## src/rtl/core/sorted_property_record_lookup_defines.svh

```systemverilog
// Assertion macros shared by the property record lookup RTL.
`ifndef SORTED_PROPERTY_RECORD_LOOKUP_DEFINES_SVH
`define SORTED_PROPERTY_RECORD_LOOKUP_DEFINES_SVH

`ifndef ASSERT_OFF
// Clocked assertion, off while reset is asserted.
`define SPLK_ASSERT(lbl, clk, rstn, prop, msg) lbl: assert property (@(posedge clk) disable iff (!rstn) prop) else $error(msg);
// Clocked assertion that also checks during reset.
`define SPLK_ASSERT_RST(lbl, clk, prop, msg) lbl: assert property (@(posedge clk) prop) else $error(msg);
`else
`define SPLK_ASSERT(lbl, clk, rstn, prop, msg)
`define SPLK_ASSERT_RST(lbl, clk, prop, msg)
`endif

`endif

```

## src/rtl/core/splk_pkg.sv

```systemverilog
// Shared constants and types of the property record lookup.
package splk_pkg;

    localparam int BYTE_W      = 8;
    localparam int CODE_W      = 31;
    localparam int WORD_W      = 32;
    localparam int SIZE_W      = 4;
    localparam int POS_W       = 13;
    localparam int DEF_MAX_STRING_BYTES = 4096;

    localparam logic [5:0] CODE_LOW_MASK = 6'h3F;

    typedef struct packed {
        logic              found;
        logic [WORD_W-1:0] value_low;
        logic [WORD_W-1:0] value_high;
        logic [SIZE_W-1:0] data_size;
        logic [POS_W-1:0]  position;
        logic              truncated;
    } t_result;

endpackage

```

## src/rtl/core/splk_parser.sv

```systemverilog
// Byte-wise record parser: key decode, compare, data gather and result build.
`include "sorted_property_record_lookup_defines.svh"

module splk_parser #(
    parameter int MAX_STRING_BYTES = splk_pkg::DEF_MAX_STRING_BYTES
) (
    input  logic                          i_clk,
    input  logic                          i_rst_n,
    input  logic                          i_accept,
    input  logic [splk_pkg::BYTE_W-1:0]   i_data_byte,
    input  logic                          i_last_byte,
    input  logic [splk_pkg::CODE_W-1:0]   i_wanted_code,
    output logic                          o_emit,
    output splk_pkg::t_result             o_result
);

    localparam int CNT_W    = $clog2(MAX_STRING_BYTES + 1);
    localparam int OFFSET_W = (CNT_W > splk_pkg::POS_W) ? CNT_W : splk_pkg::POS_W;
    localparam logic [OFFSET_W-1:0] MAX_OFF = OFFSET_W'(MAX_STRING_BYTES);

    typedef enum logic [2:0] {
        PH_CODE_FIRST,
        PH_CODE_REST,
        PH_DATA_SKIP,
        PH_DATA_KEEP,
        PH_DONE
    } t_phase;

    t_phase              r_phase, n_phase;
    logic [7:0]          r_first, n_first;
    logic [2:0]          r_code_left, n_code_left;
    logic [25:0]         r_code_accum, n_code_accum;
    logic [3:0]          r_data_left, n_data_left;
    logic [63:0]         r_value, n_value;
    logic [OFFSET_W-1:0] r_offset, n_offset;
    logic [OFFSET_W-1:0] r_record_start, n_record_start;
    logic                r_decided, n_decided;

    logic                n_emit;
    splk_pkg::t_result   n_res;

    logic                code_ready;
    logic [31:0]         code;
    logic [3:0]          len;
    logic [2:0]          code_total;
    logic [1:0]          code_idx;
    logic [31:0]         code_shift;
    logic [2:0]          data_idx;

    always_comb begin
        n_phase        = r_phase;
        n_first        = r_first;
        n_code_left    = r_code_left;
        n_code_accum   = r_code_accum;
        n_data_left    = r_data_left;
        n_value        = r_value;
        n_offset       = r_offset;
        n_record_start = r_record_start;
        n_decided      = r_decided;
        n_emit         = 1'b0;
        n_res          = '0;
        code_ready     = 1'b0;
        code           = '0;
        code_total     = r_first[6] ? 3'd4 : 3'd1;
        code_idx       = 2'(code_total - r_code_left);
        code_shift     = 32'(i_data_byte) << {code_idx, 3'b000};
        len            = 4'd1 << ((r_phase == PH_CODE_FIRST) ? i_data_byte[1:0] : r_first[1:0]);
        data_idx       = 3'(len - r_data_left);

        if (i_accept) begin
            case (r_phase)
                PH_CODE_FIRST: begin
                    n_record_start = r_offset;
                    n_first        = i_data_byte;
                    if (!i_data_byte[7]) begin
                        code_ready = 1'b1;
                        code       = 32'(i_data_byte);
                    end else begin
                        n_code_left  = i_data_byte[6] ? 3'd4 : 3'd1;
                        n_code_accum = '0;
                        n_phase      = PH_CODE_REST;
                    end
                end
                PH_CODE_REST: begin
                    n_code_accum = r_code_accum | code_shift[25:0];
                    n_code_left  = r_code_left - 3'd1;
                    if (n_code_left == 3'd0) begin
                        code_ready = 1'b1;
                        code = {n_code_accum, r_first[5:0] & splk_pkg::CODE_LOW_MASK};
                    end
                end
                PH_DATA_SKIP: begin
                    n_data_left = r_data_left - 4'd1;
                    if (n_data_left == 4'd0) begin
                        n_phase = PH_CODE_FIRST;
                    end
                end
                PH_DATA_KEEP: begin
                    n_value     = r_value | (64'(i_data_byte) << {data_idx, 3'b000});
                    n_data_left = r_data_left - 4'd1;
                    if (n_data_left == 4'd0) begin
                        n_emit           = 1'b1;
                        n_res.found      = 1'b1;
                        n_res.value_low  = n_value[31:0];
                        n_res.value_high = n_value[63:32];
                        n_res.data_size  = len;
                        n_res.position   = r_record_start[splk_pkg::POS_W-1:0];
                        n_decided        = 1'b1;
                        n_phase          = PH_DONE;
                    end
                end
                default: begin
                end
            endcase

            // key complete: skip smaller or negative keys, keep equal, stop at greater
            if (code_ready) begin
                n_data_left = len;
                n_value     = '0;
                if (code[31] || (code[30:2] < i_wanted_code[30:2])) begin
                    n_phase = PH_DATA_SKIP;
                end else if (code[30:2] == i_wanted_code[30:2]) begin
                    n_phase = PH_DATA_KEEP;
                end else begin
                    n_phase        = PH_DONE;
                    n_decided      = 1'b1;
                    n_emit         = 1'b1;
                    n_res.position = n_record_start[splk_pkg::POS_W-1:0];
                end
            end

            if (r_offset < MAX_OFF) begin
                n_offset = r_offset + 1'b1;
            end

            if (i_last_byte) begin
                if (!n_emit && !n_decided) begin
                    n_emit = 1'b1;
                    case (n_phase)
                        PH_CODE_FIRST: begin
                            n_res.position = n_offset[splk_pkg::POS_W-1:0];
                        end
                        PH_DATA_KEEP: begin
                            n_res.found      = 1'b1;
                            n_res.value_low  = n_value[31:0];
                            n_res.value_high = n_value[63:32];
                            n_res.data_size  = len;
                            n_res.position   = n_record_start[splk_pkg::POS_W-1:0];
                            n_res.truncated  = 1'b1;
                        end
                        default: begin
                            n_res.position  = n_record_start[splk_pkg::POS_W-1:0];
                            n_res.truncated = 1'b1;
                        end
                    endcase
                end
                // end of string: clear for the next one
                n_phase        = PH_CODE_FIRST;
                n_first        = '0;
                n_code_left    = '0;
                n_code_accum   = '0;
                n_data_left    = '0;
                n_value        = '0;
                n_offset       = '0;
                n_record_start = '0;
                n_decided      = 1'b0;
            end
        end
    end

    always_ff @(posedge i_clk) begin
        if (!i_rst_n) begin
            r_phase        <= PH_CODE_FIRST;
            r_first        <= '0;
            r_code_left    <= '0;
            r_code_accum   <= '0;
            r_data_left    <= '0;
            r_value        <= '0;
            r_offset       <= '0;
            r_record_start <= '0;
            r_decided      <= 1'b0;
        end else begin
            r_phase        <= n_phase;
            r_first        <= n_first;
            r_code_left    <= n_code_left;
            r_code_accum   <= n_code_accum;
            r_data_left    <= n_data_left;
            r_value        <= n_value;
            r_offset       <= n_offset;
            r_record_start <= n_record_start;
            r_decided      <= n_decided;
        end
    end

    assign o_emit   = n_emit;
    assign o_result = n_res;

    `SPLK_ASSERT(a_decided_done, i_clk, i_rst_n, r_decided == (r_phase == PH_DONE), "decided flag and done phase disagree")
    `SPLK_ASSERT(a_last_clears, i_clk, i_rst_n, (i_accept && i_last_byte) |=> (r_phase == PH_CODE_FIRST && r_offset == '0 && !r_decided), "state not cleared after final byte")
    `SPLK_ASSERT(a_data_left_live, i_clk, i_rst_n, (r_phase == PH_DATA_SKIP || r_phase == PH_DATA_KEEP) |-> (r_data_left != '0), "data phase with no bytes left")

endmodule

```

## src/rtl/core/sorted_property_record_lookup.sv

```systemverilog
// Sorted property record lookup: one byte per cycle while the skid is empty, one result per string.
// A deciding byte's result is registered into the output register, or into the skid if it stalls.
// Throughput: one byte per cycle while the skid is empty; the parser state update is a single registered step.
// A two-entry output stage (register plus skid) keeps bytes flowing while a result waits.
// Reset (synchronous, active low) clears the parser, the output stage and wanted_code.
`include "sorted_property_record_lookup_defines.svh"

module sorted_property_record_lookup #(
    parameter int MAX_STRING_BYTES = splk_pkg::DEF_MAX_STRING_BYTES
) (
    input  logic                          i_clk,
    input  logic                          i_rst_n,
    input  logic                          i_wanted_code_we,
    input  logic [splk_pkg::CODE_W-1:0]   i_wanted_code,
    input  logic                          i_valid,
    output logic                          o_stall,
    input  logic [splk_pkg::BYTE_W-1:0]   i_data_byte,
    input  logic                          i_last_byte,
    output logic                          o_valid,
    input  logic                          i_stall,
    output logic                          o_found,
    output logic [splk_pkg::WORD_W-1:0]   o_value_low,
    output logic [splk_pkg::WORD_W-1:0]   o_value_high,
    output logic [splk_pkg::SIZE_W-1:0]   o_data_size,
    output logic [splk_pkg::POS_W-1:0]    o_position,
    output logic                          o_truncated
);

    logic [splk_pkg::CODE_W-1:0] r_wanted_code;
    logic                        r_out_valid;
    logic                        r_skid_valid;
    splk_pkg::t_result           r_out;
    splk_pkg::t_result           r_skid;

    logic                        in_accept;
    logic                        emit;
    splk_pkg::t_result           result;
    logic                        out_free;
    logic                        load_from_skid;
    logic                        load_out;
    logic                        load_skid;

    always_ff @(posedge i_clk) begin
        if (!i_rst_n) begin
            r_wanted_code <= '0;
        end else if (i_wanted_code_we) begin
            r_wanted_code <= i_wanted_code;
        end
    end

    assign in_accept = i_valid && !r_skid_valid;

    splk_parser #(
        .MAX_STRING_BYTES(MAX_STRING_BYTES)
    ) u_parser (
        .i_clk        (i_clk),
        .i_rst_n      (i_rst_n),
        .i_accept     (in_accept),
        .i_data_byte  (i_data_byte),
        .i_last_byte  (i_last_byte),
        .i_wanted_code(r_wanted_code),
        .o_emit       (emit),
        .o_result     (result)
    );

    // output register drains this cycle or is empty
    assign out_free       = !r_out_valid || !i_stall;
    assign load_from_skid = out_free && r_skid_valid;
    assign load_out       = out_free && !r_skid_valid && emit;
    assign load_skid      = !out_free && emit;

    always_ff @(posedge i_clk) begin
        if (!i_rst_n) begin
            r_out_valid  <= 1'b0;
            r_skid_valid <= 1'b0;
        end else begin
            if (out_free) begin
                r_out_valid <= r_skid_valid || emit;
            end
            if (load_from_skid) begin
                r_skid_valid <= 1'b0;
            end else if (load_skid) begin
                r_skid_valid <= 1'b1;
            end
        end
    end

    always_ff @(posedge i_clk) begin
        if (load_from_skid) begin
            r_out <= r_skid;
        end else if (load_out) begin
            r_out <= result;
        end
        if (load_skid) begin
            r_skid <= result;
        end
    end

    assign o_stall      = r_skid_valid;
    assign o_valid      = r_out_valid;
    assign o_found      = r_out.found;
    assign o_value_low  = r_out.value_low;
    assign o_value_high = r_out.value_high;
    assign o_data_size  = r_out.data_size;
    assign o_position   = r_out.position;
    assign o_truncated  = r_out.truncated;

    `SPLK_ASSERT(a_skid_behind_out, i_clk, i_rst_n, r_skid_valid |-> r_out_valid, "skid holds a transaction while output register is empty")
    `SPLK_ASSERT(a_found_has_size, i_clk, i_rst_n, (o_valid && o_found) |-> (o_data_size != '0), "match reported with zero data size")
    `SPLK_ASSERT(a_miss_is_zero, i_clk, i_rst_n, (o_valid && !o_found) |-> (o_value_low == '0 && o_value_high == '0 && o_data_size == '0), "miss carries data")
    `SPLK_ASSERT_RST(a_reset_empty, i_clk, !i_rst_n |=> (!o_valid && !o_stall), "output stage not empty after reset")

endmodule
```

## config.mk

```make
export PLATFORM = sky130hd
export DESIGN_NAME = sorted_property_record_lookup
export DESIGN_NICKNAME = d
export VERILOG_FILES = /design/src/rtl/core/splk_pkg.sv /design/src/rtl/core/splk_parser.sv /design/src/rtl/core/sorted_property_record_lookup.sv
export VERILOG_INCLUDE_DIRS = /design/src /design/src/rtl/core
export SDC_FILE = /design/constraint.sdc
export NUM_CORES = 1
export LEC_CHECK = 0
export BUFFER_PORTS_ARGS = -buffer_cell sky130_fd_sc_hd__buf_2
export CORE_ASPECT_RATIO = 1.5
export CORE_MARGIN = 2
export CORE_UTILIZATION = 50
export CTS_BUF_LIST = sky130_fd_sc_hd__clkbuf_16
export DETAILED_ROUTE_END_ITERATION = 8
export GPL_ROUTABILITY_DRIVEN = 0
export PLACE_DENSITY_LB_ADDON = 0.25
export SETUP_SLACK_MARGIN = 0.4
export SLEW_MARGIN = 20
export SYNTH_ARGS = -nofsm -noshare
export SYNTH_HDL_FRONTEND = slang
export SYNTH_SLANG_ARGS = --single-unit
export TNS_END_PERCENT = 100
```

## constraint.sdc

```tcl
create_clock -name i_clk -period 15.1 [get_ports i_clk]
set_clock_uncertainty 0.05 [all_clocks]
set_input_delay 1.51 -clock i_clk [delete_from_list [all_inputs] [get_ports i_clk]]
set_output_delay 1.51 -clock i_clk [all_outputs]
set_load 0.005 [all_outputs]
```

==> results.sh, run 1 <==
export IMPL_antenna_found_initial=0
export IMPL_clk_latency_ns=0.57
export IMPL_status="finished clean"
export IMPL_dp_cells=1946
export IMPL_cts_root_buf="clkbuf_16"
export IMPL_place_area_sq_um=16120
export IMPL_synth_area_sq_um=15320
export IMPL_post_route_cell_area_sq_um=17080
export IMPL_fill_cells=2686
export IMPL_drt_iter0_markers=825
export IMPL_cts_tree="built"
export IMPL_drt_wl_total_mm=36.36
export IMPL_period_minus_slack_ns=6.165
export IMPL_slew_viol_final=0
export IMPL_cts_resized_gates=0
export IMPL_grt_overflow_total=0
export IMPL_cp_arrival_ns=6.31
export IMPL_start_util=0.5063
export IMPL_cp_start_kind="register"
export IMPL_core_area_sq_um=30250
export IMPL_critPathBufInv=2
export IMPL_synth_warnings=0
export IMPL_worstMarginPinSlew_ns=1.075
export IMPL_clkSlewWorstSetupHoldPaths_ns=0.06
export IMPL_htree_num_levels=1
export IMPL_syn_nets=1604
export IMPL_io_pins=130
export IMPL_crit_type="register to register"
export IMPL_synth_flop_cell="edfxtp_1"
export IMPL_cts_buffers=30
export IMPL_postCtsSetupBuffers=0
export IMPL_slowest_stage="buf_4"
export IMPL_synth_edf_count=166
export IMPL_crit_chain="inv_1 > ha_1 > xnor2_1 > nand3_1 > nor2_1 > ha_1 > nand4_1 > nor4_1 > nor2b_1 > o211ai_1 > a21boi_2 > nand3_1 > nor3b_2 > buf_4"
export IMPL_synthToLayoutAreaGrowth_pct=11.49
export IMPL_grt_pass1_vias=11000
export IMPL_setup_violations=0
export IMPL_dieArea_sq_um=32080
export IMPL_cpLargestDelayFamily="simple AND/OR/NAND/NOR gates"
export IMPL_grt_pass1_wl_mm=57.55
export IMPL_clock_sinks=331
export IMPL_dr_pass1_iters=7
export IMPL_required_ns=15.24
export IMPL_num_rows=78
export IMPL_grt_max_degree=139
export IMPL_dp_hpwl_mm=23.46
export IMPL_max_freq_mhz=162.2
export IMPL_dieWidth_microns=146.9
export IMPL_multi_input_area_sq_um=6421
export IMPL_nets=1660
export IMPL_remaining_drc_errors=0
export IMPL_p_leak_nw=6.068
export IMPL_clock_path_buffers=3
export IMPL_synth_seq_cells=331
export IMPL_setup_tns_final_ns=0
export IMPL_slowest_delay_ns=0.86
export IMPL_ys_async_sr_fraction=0
export IMPL_synth_area_per_cell_sq_um=10.06
export IMPL_port_buffers=127
export IMPL_hold_path_class="register to register"
export IMPL_peakVddDrop_mv=0.08181
export IMPL_postCtsHoldBufs=0
export IMPL_critPathMaxFanout=72
export IMPL_ys_seq_area_frac=0.5411
export IMPL_netlist_instances=1522
export IMPL_grtUsageTotal=0.2230
export IMPL_die_y_microns=218.4
export IMPL_end_kind="register"
export IMPL_wire_per_inst_microns=18.16
export IMPL_routed_via_density=5.723
export IMPL_regArea_sq_um=8288
export IMPL_hold_viol_final=0
export IMPL_ant_nets=0
export IMPL_cap_violations=0
export IMPL_n_antenna_cell=0
export IMPL_relSlewSlack=0.2793
export IMPL_rsz0062_at_grt="no"
export IMPL_power_density_nw_per_um2=109.9
export IMPL_synthDistinctLibCells=71
export IMPL_fin_cells=2002
export IMPL_min_period_over_period=0.4083
export IMPL_drive_gt1_frac=0.1548
export IMPL_vias=11460
## kinds of logic (layout without fill, tap and decap cells)
kind of cell / Yosys count / in the layout / share of synthesized area
simple gates: 516 / 516 / 0.1802
compound gates: 428 / 428 / 0.1740
buf+inv: 162 / 242 / 0.04305
fa+ha+maj: 37 / 37 / 0.03071
mux: 37 / 37 / 0.02418
xor+xnor: 11 / 11 / 0.006781
flops: 331 / 331 / 0.5411
## worst reg2reg max path: stages (launching register included)
cell      delay (ns)
dfxtp_1         0.43
inv_1           0.09
ha_1            0.20
xnor2_1         0.20
nand3_1         0.76
nor2_1          0.37
ha_1            0.21
nand4_1         0.18
nor4_1          0.67
nor2b_1         0.22
o211ai_1        0.10
a21boi_2        0.26
nand3_1         0.28
nor3b_2         0.80
buf_4           0.87
## report_power, final
part           internal, mW  total [mW]  switching [mW]  leakage [nW]
Combinational        0.0556       0.171           0.116          2.63
Sequential            0.959       0.968         0.00897          2.94
Clock                 0.405       0.737           0.332         0.499
Total                  1.42        1.88           0.457          6.07
## through the flow
step           hold slack [ns]  setup WS (ns)  power (mW)  utilization
4_1_cts                 0.4166          8.840       1.889       0.5641
6_report                0.4184          8.935       1.877       0.5644
3_5_place_dp            0.4017          8.683       1.159       0.5328
5_1_grt                 0.4245          8.373       1.943       0.5644
2_1_floorplan           0.3819          4.836       1.107            -
3_3_place_gp            0.3879          8.754       1.155       0.5328
## final cells by class
type	count	share of cell area
Tap cell	400	0.02931
Clock inverter	25	0.009965
Multi-Input combinational cell	1029	0.3760
Clock buffer	31	0.04543
Inverter	43	0.009452
Timing Repair Buffer	143	0.04448
Sequential cell	331	0.4853
## flip-flops by register name, summed over array words and instances, names as in the netlist, 3 cells and up
signal,cells
o_value_high,32
u_parser.r_first,7
o_position,13
u_parser.r_code_accum,26
u_parser.r_value,64
o_data_size,4
o_value_low,32
u_parser.r_record_start,13
r_wanted_code,29
u_parser.r_data_left,4
u_parser.r_code_left,3
u_parser.r_phase,3
r_skid,83
u_parser.r_offset,13
## per-layer routing
metal	global-route usage	vias to the layer above	wire length [microns]
li1	-	5572	-
met1	0.2692	5534	14640
met2	0.4130	296	19120
met3	0.02380	56	1680
met4	0.07660	0	915
met5	0	-	0
## cells in the mapped netlist (5+ instances only)
cell         n  area share
nor3_2      31       0.020
and2_1      12      0.0049
o21ai_0     89       0.029
o2bb2ai_1    5      0.0029
inv_1       43       0.011
o211ai_1     8      0.0039
a21o_1      18      0.0088
nor3_1      40       0.013
nor2_1     104       0.025
a21oi_1    145       0.047
nand4_1      6      0.0025
xnor2_1      8      0.0046
or2_2        6      0.0025
a22oi_1     86       0.042
dfxtp_1    165        0.22
nand3_1     21      0.0069
a21boi_0     6      0.0029
nand2b_1     6      0.0025
edfxtp_1   166        0.33
o31ai_1      6      0.0029
nor2b_1    127       0.052
o21ai_1     10      0.0033
nand2_1    122       0.030
clkbuf_1    97       0.024
and3_1      15      0.0061
buf_2       13      0.0042
mux2i_1     37       0.024
ha_1        36       0.029
a31oi_1     17      0.0069
## cells in the final DEF (no fill, tap or decap), drive strengths merged, types with 3 or more instances in the layout
cell | synthesis | final
edfxtp | 166 | 166
dfxtp | 165 | 165
a21oi | 146 | 146
buf | 21 | 143
nor2b | 127 | 127
nand2 | 122 | 122
nor2 | 106 | 106
o21ai | 101 | 101
a22oi | 86 | 86
nor3 | 71 | 71
inv | 43 | 54
mux2i | 37 | 37
ha | 36 | 36
clkbuf | 98 | 31
nand3 | 21 | 21
a21o | 18 | 18
a31oi | 18 | 18
and3 | 15 | 15
and2 | 12 | 12
clkinv | 0 | 10
xnor2 | 8 | 8
o211ai | 8 | 8
or2 | 8 | 8
a21boi | 7 | 7
nor4 | 7 | 7
nand2b | 6 | 6
nand4 | 6 | 6
o31ai | 6 | 6
nor3b | 6 | 6
o2bb2ai | 5 | 5
o21a | 4 | 4
or3 | 3 | 3
a221o | 3 | 3
a22o | 3 | 3
o221ai | 3 | 3
xor2 | 3 | 3
a2111oi | 3 | 3
## final timing paths
| check | startpoint | to | slack, ns | cells past startpoint |
|---|---|---|---|---|
| setup / recovery | u_parser.r_code_left[1] | r_skid[82] | 8.94 | 14 |
| hold / removal | u_parser.r_code_accum[24] | u_parser.r_code_accum[24] | 0.42 | 2 |
| setup reg to reg | u_parser.r_code_left[1] | r_skid[82] | 8.94 | 14 |
| hold reg to reg | u_parser.r_code_accum[24] | u_parser.r_code_accum[24] | 0.42 | 2 |
(Power assumes the default switching activity.)
==> run 2: changes to the inputs <==
==> constraint.sdc (replaced) <==
create_clock -name i_clk -period 6 [get_ports i_clk]
set_clock_uncertainty 0.05 [all_clocks]
set_input_delay 0.6 -clock i_clk [delete_from_list [all_inputs] [get_ports i_clk]]
set_output_delay 0.6 -clock i_clk [all_outputs]
set_load 0.005 [all_outputs]
==> run 2 against run 1 <==
Compared with the run above: critical path depth rose by 3; flip-flop and latch count did not move; cell area rose by 0.64%; die area did not move; sequential share of layout area fell by 0.31 points; clock power rose by 140%; fmax rose by 30%; non-clock buffer count rose by 13; critical endpoint is now o_value_high[31]; largest cell class unchanged; highest routed layer unchanged.
==> results.sh, run 2 (same netlist as run 1, synthesis figures left out) <==
export IMPL_worstMarginPinSlew_ns=1.085
export IMPL_relSlewSlack=0.2709
export IMPL_rsz0062_at_grt="no"
export IMPL_top_regs="r_skid: 83 flops, u_parser.r_value: 64 flops"
export IMPL_drt_iter0_markers=849
export IMPL_p_clk_frac=0.383
export IMPL_grt_pass1_vias=11170
export IMPL_grt_max_degree=95
export IMPL_core_area_sq_um=30250
export IMPL_num_rows=78
export IMPL_vias=11490
export IMPL_remaining_drc_errors=0
export IMPL_ant_nets=0
export IMPL_clk_latency_ns=0.56
export IMPL_reg2reg_slack_ns=1.27
export IMPL_clkSlewWorstSetupHoldPaths_ns=0.06
export IMPL_required_ns=6.19
export IMPL_worst_hold_slack_ns=0.2457
export IMPL_swShare=0.2485
export IMPL_hold_viol_final=0
export IMPL_setup_tns_final_ns=0
export IMPL_cts_root_buf="clkbuf_16"
export IMPL_max_freq_mhz=211.4
export IMPL_power_density_nw_per_um2=271.0
export IMPL_postCtsSetupBuffers=0
export IMPL_min_period_over_period=0.7884
export IMPL_p_int_mw=3.500
export IMPL_p_leak_nw=6.128
export IMPL_wire_per_inst_microns=18.20
export IMPL_clock_sinks=331
export IMPL_largest_register_ffs=83
export IMPL_start_util=0.5063
export IMPL_combPwrFrac=0.094
export IMPL_dp_hpwl_mm=24.50
export IMPL_clock_path_buffers=3
export IMPL_htree_num_levels=1
export IMPL_slew_viol_final=0
export IMPL_dieArea_sq_um=32080
export IMPL_dr_pass1_iters=7
export IMPL_synthToLayoutAreaGrowth_pct=12.20
export IMPL_antenna_found_initial=0
export IMPL_grtUsageTotal=0.2271
export IMPL_peakVddDrop_mv=0.1804
export IMPL_status="finished clean"
export IMPL_drt_wl_total_mm=36.70
export IMPL_end_kind="register"
export IMPL_dieWidth_microns=146.9
export IMPL_p_switching_mw=1.157
export IMPL_cts_resized_gates=0
export IMPL_cp_start_kind="register"
export IMPL_mostFrequentLayoutCells="edfxtp_1 (166), dfxtp_1 (165), a21oi_1 (144), nor2b_1 (127), buf_2 (127)"
export IMPL_setup_violations=0
export IMPL_nets=1674
export IMPL_p_seq_frac=0.523
export IMPL_port_buffers=127
export IMPL_io_pins=130
export IMPL_grt_overflow_total=0
export IMPL_hold_path_class="input port to register"
export IMPL_crit_type="register to register"
export IMPL_cts_tree="built"
export IMPL_largest_register="r_skid"
export IMPL_critPathMaxFanout=58
export IMPL_power_mw=4.657
export IMPL_n_antenna_cell=0
export IMPL_cts_buffers=31
export IMPL_cap_violations=0
export IMPL_routed_via_density=5.700
export IMPL_cp_arrival_ns=4.92
export IMPL_layout_commonest_cell="edfxtp_1"
export IMPL_die_y_microns=218.4
export IMPL_drive_gt1_frac=0.1634
export IMPL_postCtsHoldBufs=0
export IMPL_period_minus_slack_ns=4.730
export IMPL_grt_pass1_wl_mm=58.81
==> run 2: layer usage <==
layer,global-route usage,up-vias,part of all wire
li1,-,5603,-
met1,0.2717,5491,0.39
met2,0.4131,323,0.53
met3,0.02672,74,0.044
met4,0.09487,0,0.036
met5,0,-,0
==> run 2: power groups by stage <==
stage	Clock, mW	Combinational [mW]	Sequential (mW)
6_report	1.78	0.439	2.44
5_1_grt	1.91	0.484	2.44
4_1_cts	1.83	0.439	2.44
3_5_place_dp	0	0.437	2.49
3_3_place_gp	0	0.429	2.48
2_1_floorplan	0	0.297	2.48
==> run 2: worst paths after layout <==
kind | depth (start not counted) | endpoint | from
max | 17 | o_value_high[31] | u_parser.r_code_left[1]
min | 3 | r_wanted_code[20] | i_wanted_code[20]
max reg2reg | 17 | o_value_high[31] | u_parser.r_code_left[1]
min reg2reg | 1 | u_parser.r_decided | u_parser.r_decided
==> run 2: layout make-up <==
class                      count  area, sq um
multi-input combinational   1029         6424
sequential                   331         8288
clock buffer                  31        775.7
timing repair buffer         156        903.4
clock inverter                26        133.9
inverter                      43        161.4
fill                        2668        13070
tap                          400        500.5
==> run 2: worst max-delay path, cell delays in order, from the launching register on <==
cell and delay, ns:
dfxtp_1 0.43, inv_1 0.09, ha_1 0.20, xnor2_1 0.15, nand3_1 0.09, buf_4 0.28
nor2_1 0.12, ha_1 0.33, nand4_1 0.17, nor4_1 0.32, buf_4 0.19, nor2b_1 0.13
o211ai_1 0.11, a21boi_2 0.19, nand3_1 0.16, a21oi_1 0.17, a21oi_4 0.80, buf_12 0.38
==> run 2: through the flow <==
stage               instances  instance area, sq um  utilization  worst slack [ns]
floorplan                1522                 15340            -            0.5170
global placement         1959                 16270       0.5378             1.356
detailed placement       1959                 16270       0.5378             1.264
CTS                      2016                 17180       0.5679             1.248
global route             2016                 17190       0.5681            0.9117
finish                   2016                 17190       0.5681             1.270
==> run 3: changes to the inputs <==
--- a/config.mk
+++ b/config.mk
@@ -6,6 +6,7 @@
 export SDC_FILE = /design/constraint.sdc
 export NUM_CORES = 1
 export LEC_CHECK = 0
+export ABC_AREA = 1
 export BUFFER_PORTS_ARGS = -buffer_cell sky130_fd_sc_hd__buf_2
 export CORE_ASPECT_RATIO = 1.5
 export CORE_MARGIN = 2
==> constraint.sdc (replaced) <==
create_clock -name i_clk -period 4.7 [get_ports i_clk]
set_clock_uncertainty 0.05 [all_clocks]
set_input_delay 0.47 -clock i_clk [delete_from_list [all_inputs] [get_ports i_clk]]
set_output_delay 0.47 -clock i_clk [all_outputs]
set_load 0.005 [all_outputs]
==> run 3 against run 2 <==
Compared with the run above: fmax rose by 16%; area after synthesis grew 7.6%; wire length is 12% higher; largest cell class unchanged; largest power group unchanged.
==> results.sh, run 3 <==
export IMPL_status="finished clean"
export IMPL_antenna_found_initial=0
export IMPL_r2r_start="u_parser.r_code_left[0]"
export IMPL_fin_ws_ns=0.6382
export IMPL_grt_overflow_total=0
export IMPL_dieArea_sq_um=34470
export IMPL_cts_root_buf="clkbuf_16"
export IMPL_netlist_instances=2044
export IMPL_dp_hpwl_mm=27.99
export IMPL_syn_nets=2126
export IMPL_fill_cells=2922
export IMPL_grt_met3_usage=0.02963
export IMPL_cts_tree="built"
export IMPL_synth_adder_area_share=0.02854
export IMPL_yosysTopAreaCellShare=0.3024
export IMPL_power_density_nw_per_um2=352.7
export IMPL_setup_violations=0
export IMPL_layout_commonest_cell="nand2_1"
export IMPL_num_rows=81
export IMPL_max_freq_mhz=246.2
export IMPL_drt_iter0_markers=1200
export IMPL_start_util=0.5067
export IMPL_synth_flop_cell="edfxtp_1"
export IMPL_whs_endpoint="r_wanted_code[2]"
export IMPL_clkSlewWorstSetupHoldPaths_ns=0.06
export IMPL_synthToLayoutAreaGrowth_pct=13.82
export IMPL_synth_warnings=0
export IMPL_met1_usage=0.2625
export IMPL_clk_latency_ns=0.53
export IMPL_synth_area_sq_um=16490
export IMPL_hold_path_depth=3
export IMPL_largest_register="r_skid"
export IMPL_reg2reg_depth=23
export IMPL_die_y_microns=226.4
export IMPL_worstMarginPinSlew_ns=0.9503
export IMPL_core_area_sq_um=32530
export IMPL_synth_top_family_by_area="simple AND/OR/NAND/NOR gates"
export IMPL_synth_area_per_cell_sq_um=8.065
export IMPL_wire_per_inst_microns=15.98
export IMPL_critPathMaxFanout=31
export IMPL_cts_buffers=34
export IMPL_peakVddDrop_mv=0.2617
export IMPL_setup_tns_final_ns=0
export IMPL_ys_async_sr_fraction=0
export IMPL_muxShareOfSynthArea=0
export IMPL_synth_seq_cells=331
export IMPL_clock_sinks=331
export IMPL_drt_wl_total_mm=40.99
export IMPL_postCtsHoldBufs=0
export IMPL_top_usage_layer="met2"
export IMPL_hold_path_class="input port to register"
export IMPL_period_minus_slack_ns=4.062
export IMPL_yosysTopAreaCell="edfxtp_1"
export IMPL_slew_viol_final=0
export IMPL_grt_max_degree=85
export IMPL_yosys_area_share_simple=0.2051
export IMPL_regArea_sq_um=8289
export IMPL_grt_pass1_wl_mm=65.21
export IMPL_n_antenna_cell=0
export IMPL_yosys_cell_count_top_type="nand2_1"
export IMPL_synthTopCellsByCount="nand2_1 (479), inv_1 (229), a21oi_1 (178)"
export IMPL_cp_start_kind="register"
export IMPL_remaining_drc_errors=0
export IMPL_routed_via_density=5.473
export IMPL_largest_register_ffs=83
export IMPL_synthDistinctLibCells=50
export IMPL_grtUsageTotal=0.2311
export IMPL_crit_type="register to register"
export IMPL_required_ns=4.86
export IMPL_cp_arrival_ns=4.22
export IMPL_dieWidth_microns=152.3
export IMPL_clock_path_buffers=3
export IMPL_end_kind="register"
export IMPL_port_buffers=127
export IMPL_post_place_ws_ns=0.3721
export IMPL_reg2reg_slack_ns=0.64
export IMPL_ant_nets=0
export IMPL_vias=14040
export IMPL_synth_area_top_cells="edfxtp_1 (30%), dfxtp_1 (20%), nand2_1 (11%)"
export IMPL_relSlewSlack=0.3665
export IMPL_p_leak_nw=7.602
export IMPL_grt_pass1_vias=13080
export IMPL_rsz0062_at_grt="yes"
export IMPL_hold_viol_final=0
export IMPL_mostFrequentLayoutCells="nand2_1 (475), inv_1 (239), a21oi_1 (176), edfxtp_1 (166), dfxtp_1 (164)"
export IMPL_drive_gt1_frac=0.1340
export IMPL_synth_edf_count=166
export IMPL_cap_violations=0
export IMPL_synth_compound_area_frac=0.1668
export IMPL_cts_resized_gates=1
export IMPL_top_regs="r_skid: 83 flops, u_parser.r_value: 64 flops"
export IMPL_worst_hold_slack_ns=0.1302
export IMPL_synthXorXnorAreaFrac=0.006906
export IMPL_htree_num_levels=2
export IMPL_io_pins=130
export IMPL_hold_path_startpoint="i_wanted_code[2]"
export IMPL_timing_rr_end="o_value_high[28]"
export IMPL_use_met2=0.4230
export IMPL_postCtsSetupBuffers=0
export IMPL_min_period_over_period=0.8642
export IMPL_dr_pass1_iters=6
export IMPL_nets=2206
export IMPL_ys_seq_area_frac=0.5027
export IMPL_multi_input_area_sq_um=6877
==> run 3: critical path, cell delays in order, from the launching register on <==
cell	delay (ns)
dfxtp_2	0.37
inv_1	0.07
ha_1	0.21
xor2_1	0.14
inv_1	0.09
nand3_2	0.10
buf_4	0.19
or2_2	0.34
inv_1	0.08
ha_1	0.22
nand2_1	0.06
inv_1	0.05
nand3_1	0.11
nor2_1	0.06
nand3_1	0.15
nand2_1	0.11
inv_2	0.16
nand3_4	0.14
buf_4	0.21
nand2_1	0.13
o21ai_4	0.10
a21oi_4	0.19
buf_12	0.17
buf_12	0.20
==> run 3: stage by stage <==
step	util	area, sq um	total power, mW	cells
2_1_floorplan	-	16640	3.652	2044
3_3_place_gp	0.5401	17570	3.864	2503
3_5_place_dp	0.5401	17570	3.877	2503
4_1_cts	0.5756	18720	6.664	2565
5_1_grt	0.5768	18760	6.861	2565
6_report	0.5768	18760	6.619	2565
==> run 3: area by class of cell <==
| class | instances | share of cell area |
|---|---|---|
| Sequential cell | 331 | 0.4418 |
| Multi-Input combinational cell | 1348 | 0.3665 |
| Timing Repair Buffer | 164 | 0.05328 |
| Inverter | 245 | 0.04941 |
| Clock buffer | 37 | 0.04934 |
| Tap cell | 415 | 0.02767 |
| Clock inverter | 25 | 0.01207 |
==> run 3: layer usage <==
metal	wire length [microns]	vias to the layer above
met1	15590	6554
met3	1810	121
li1	-	6938
met2	21360	426
met5	0	-
met4	2231	0
==> run 3: cell families (layout without fill, tap and decap cells) <==
group,Yosys count,in the layout
buffers and inverters,365,471
and+or+nand+nor,800,800
AOI/OAI and AO/OA,498,498
DFF,331,331
xor gates and xnor gates,13,13
adders and majority gates,37,37
==> run 3: where the power goes <==
group,internal [mW],total (mW),switching [mW],leakage [nW]
registers,3.08,3.10,0.0196,2.98
clock network,1.69,2.79,1.11,0.608
logic,0.197,0.726,0.529,4.02
==> run 3: how the worst max path moves through the flow <==
stage / cells past startpoint / slack, ns / startpoint / end
5_1_grt: 24 / 0.38 / u_parser.r_code_left[0] / o_value_high[15]
2_1_floorplan: 23 / 0.06 / u_parser.r_code_left[0] / o_data_size[0]
3_5_place_dp: 23 / 0.37 / u_parser.r_code_left[0] / o_value_high[15]
4_1_cts: 24 / 0.45 / u_parser.r_code_left[0] / o_value_high[15]
3_3_place_gp: 23 / 0.48 / u_parser.r_first[6] / o_position[10]
6_report: 23 / 0.64 / u_parser.r_code_left[0] / o_value_high[28]
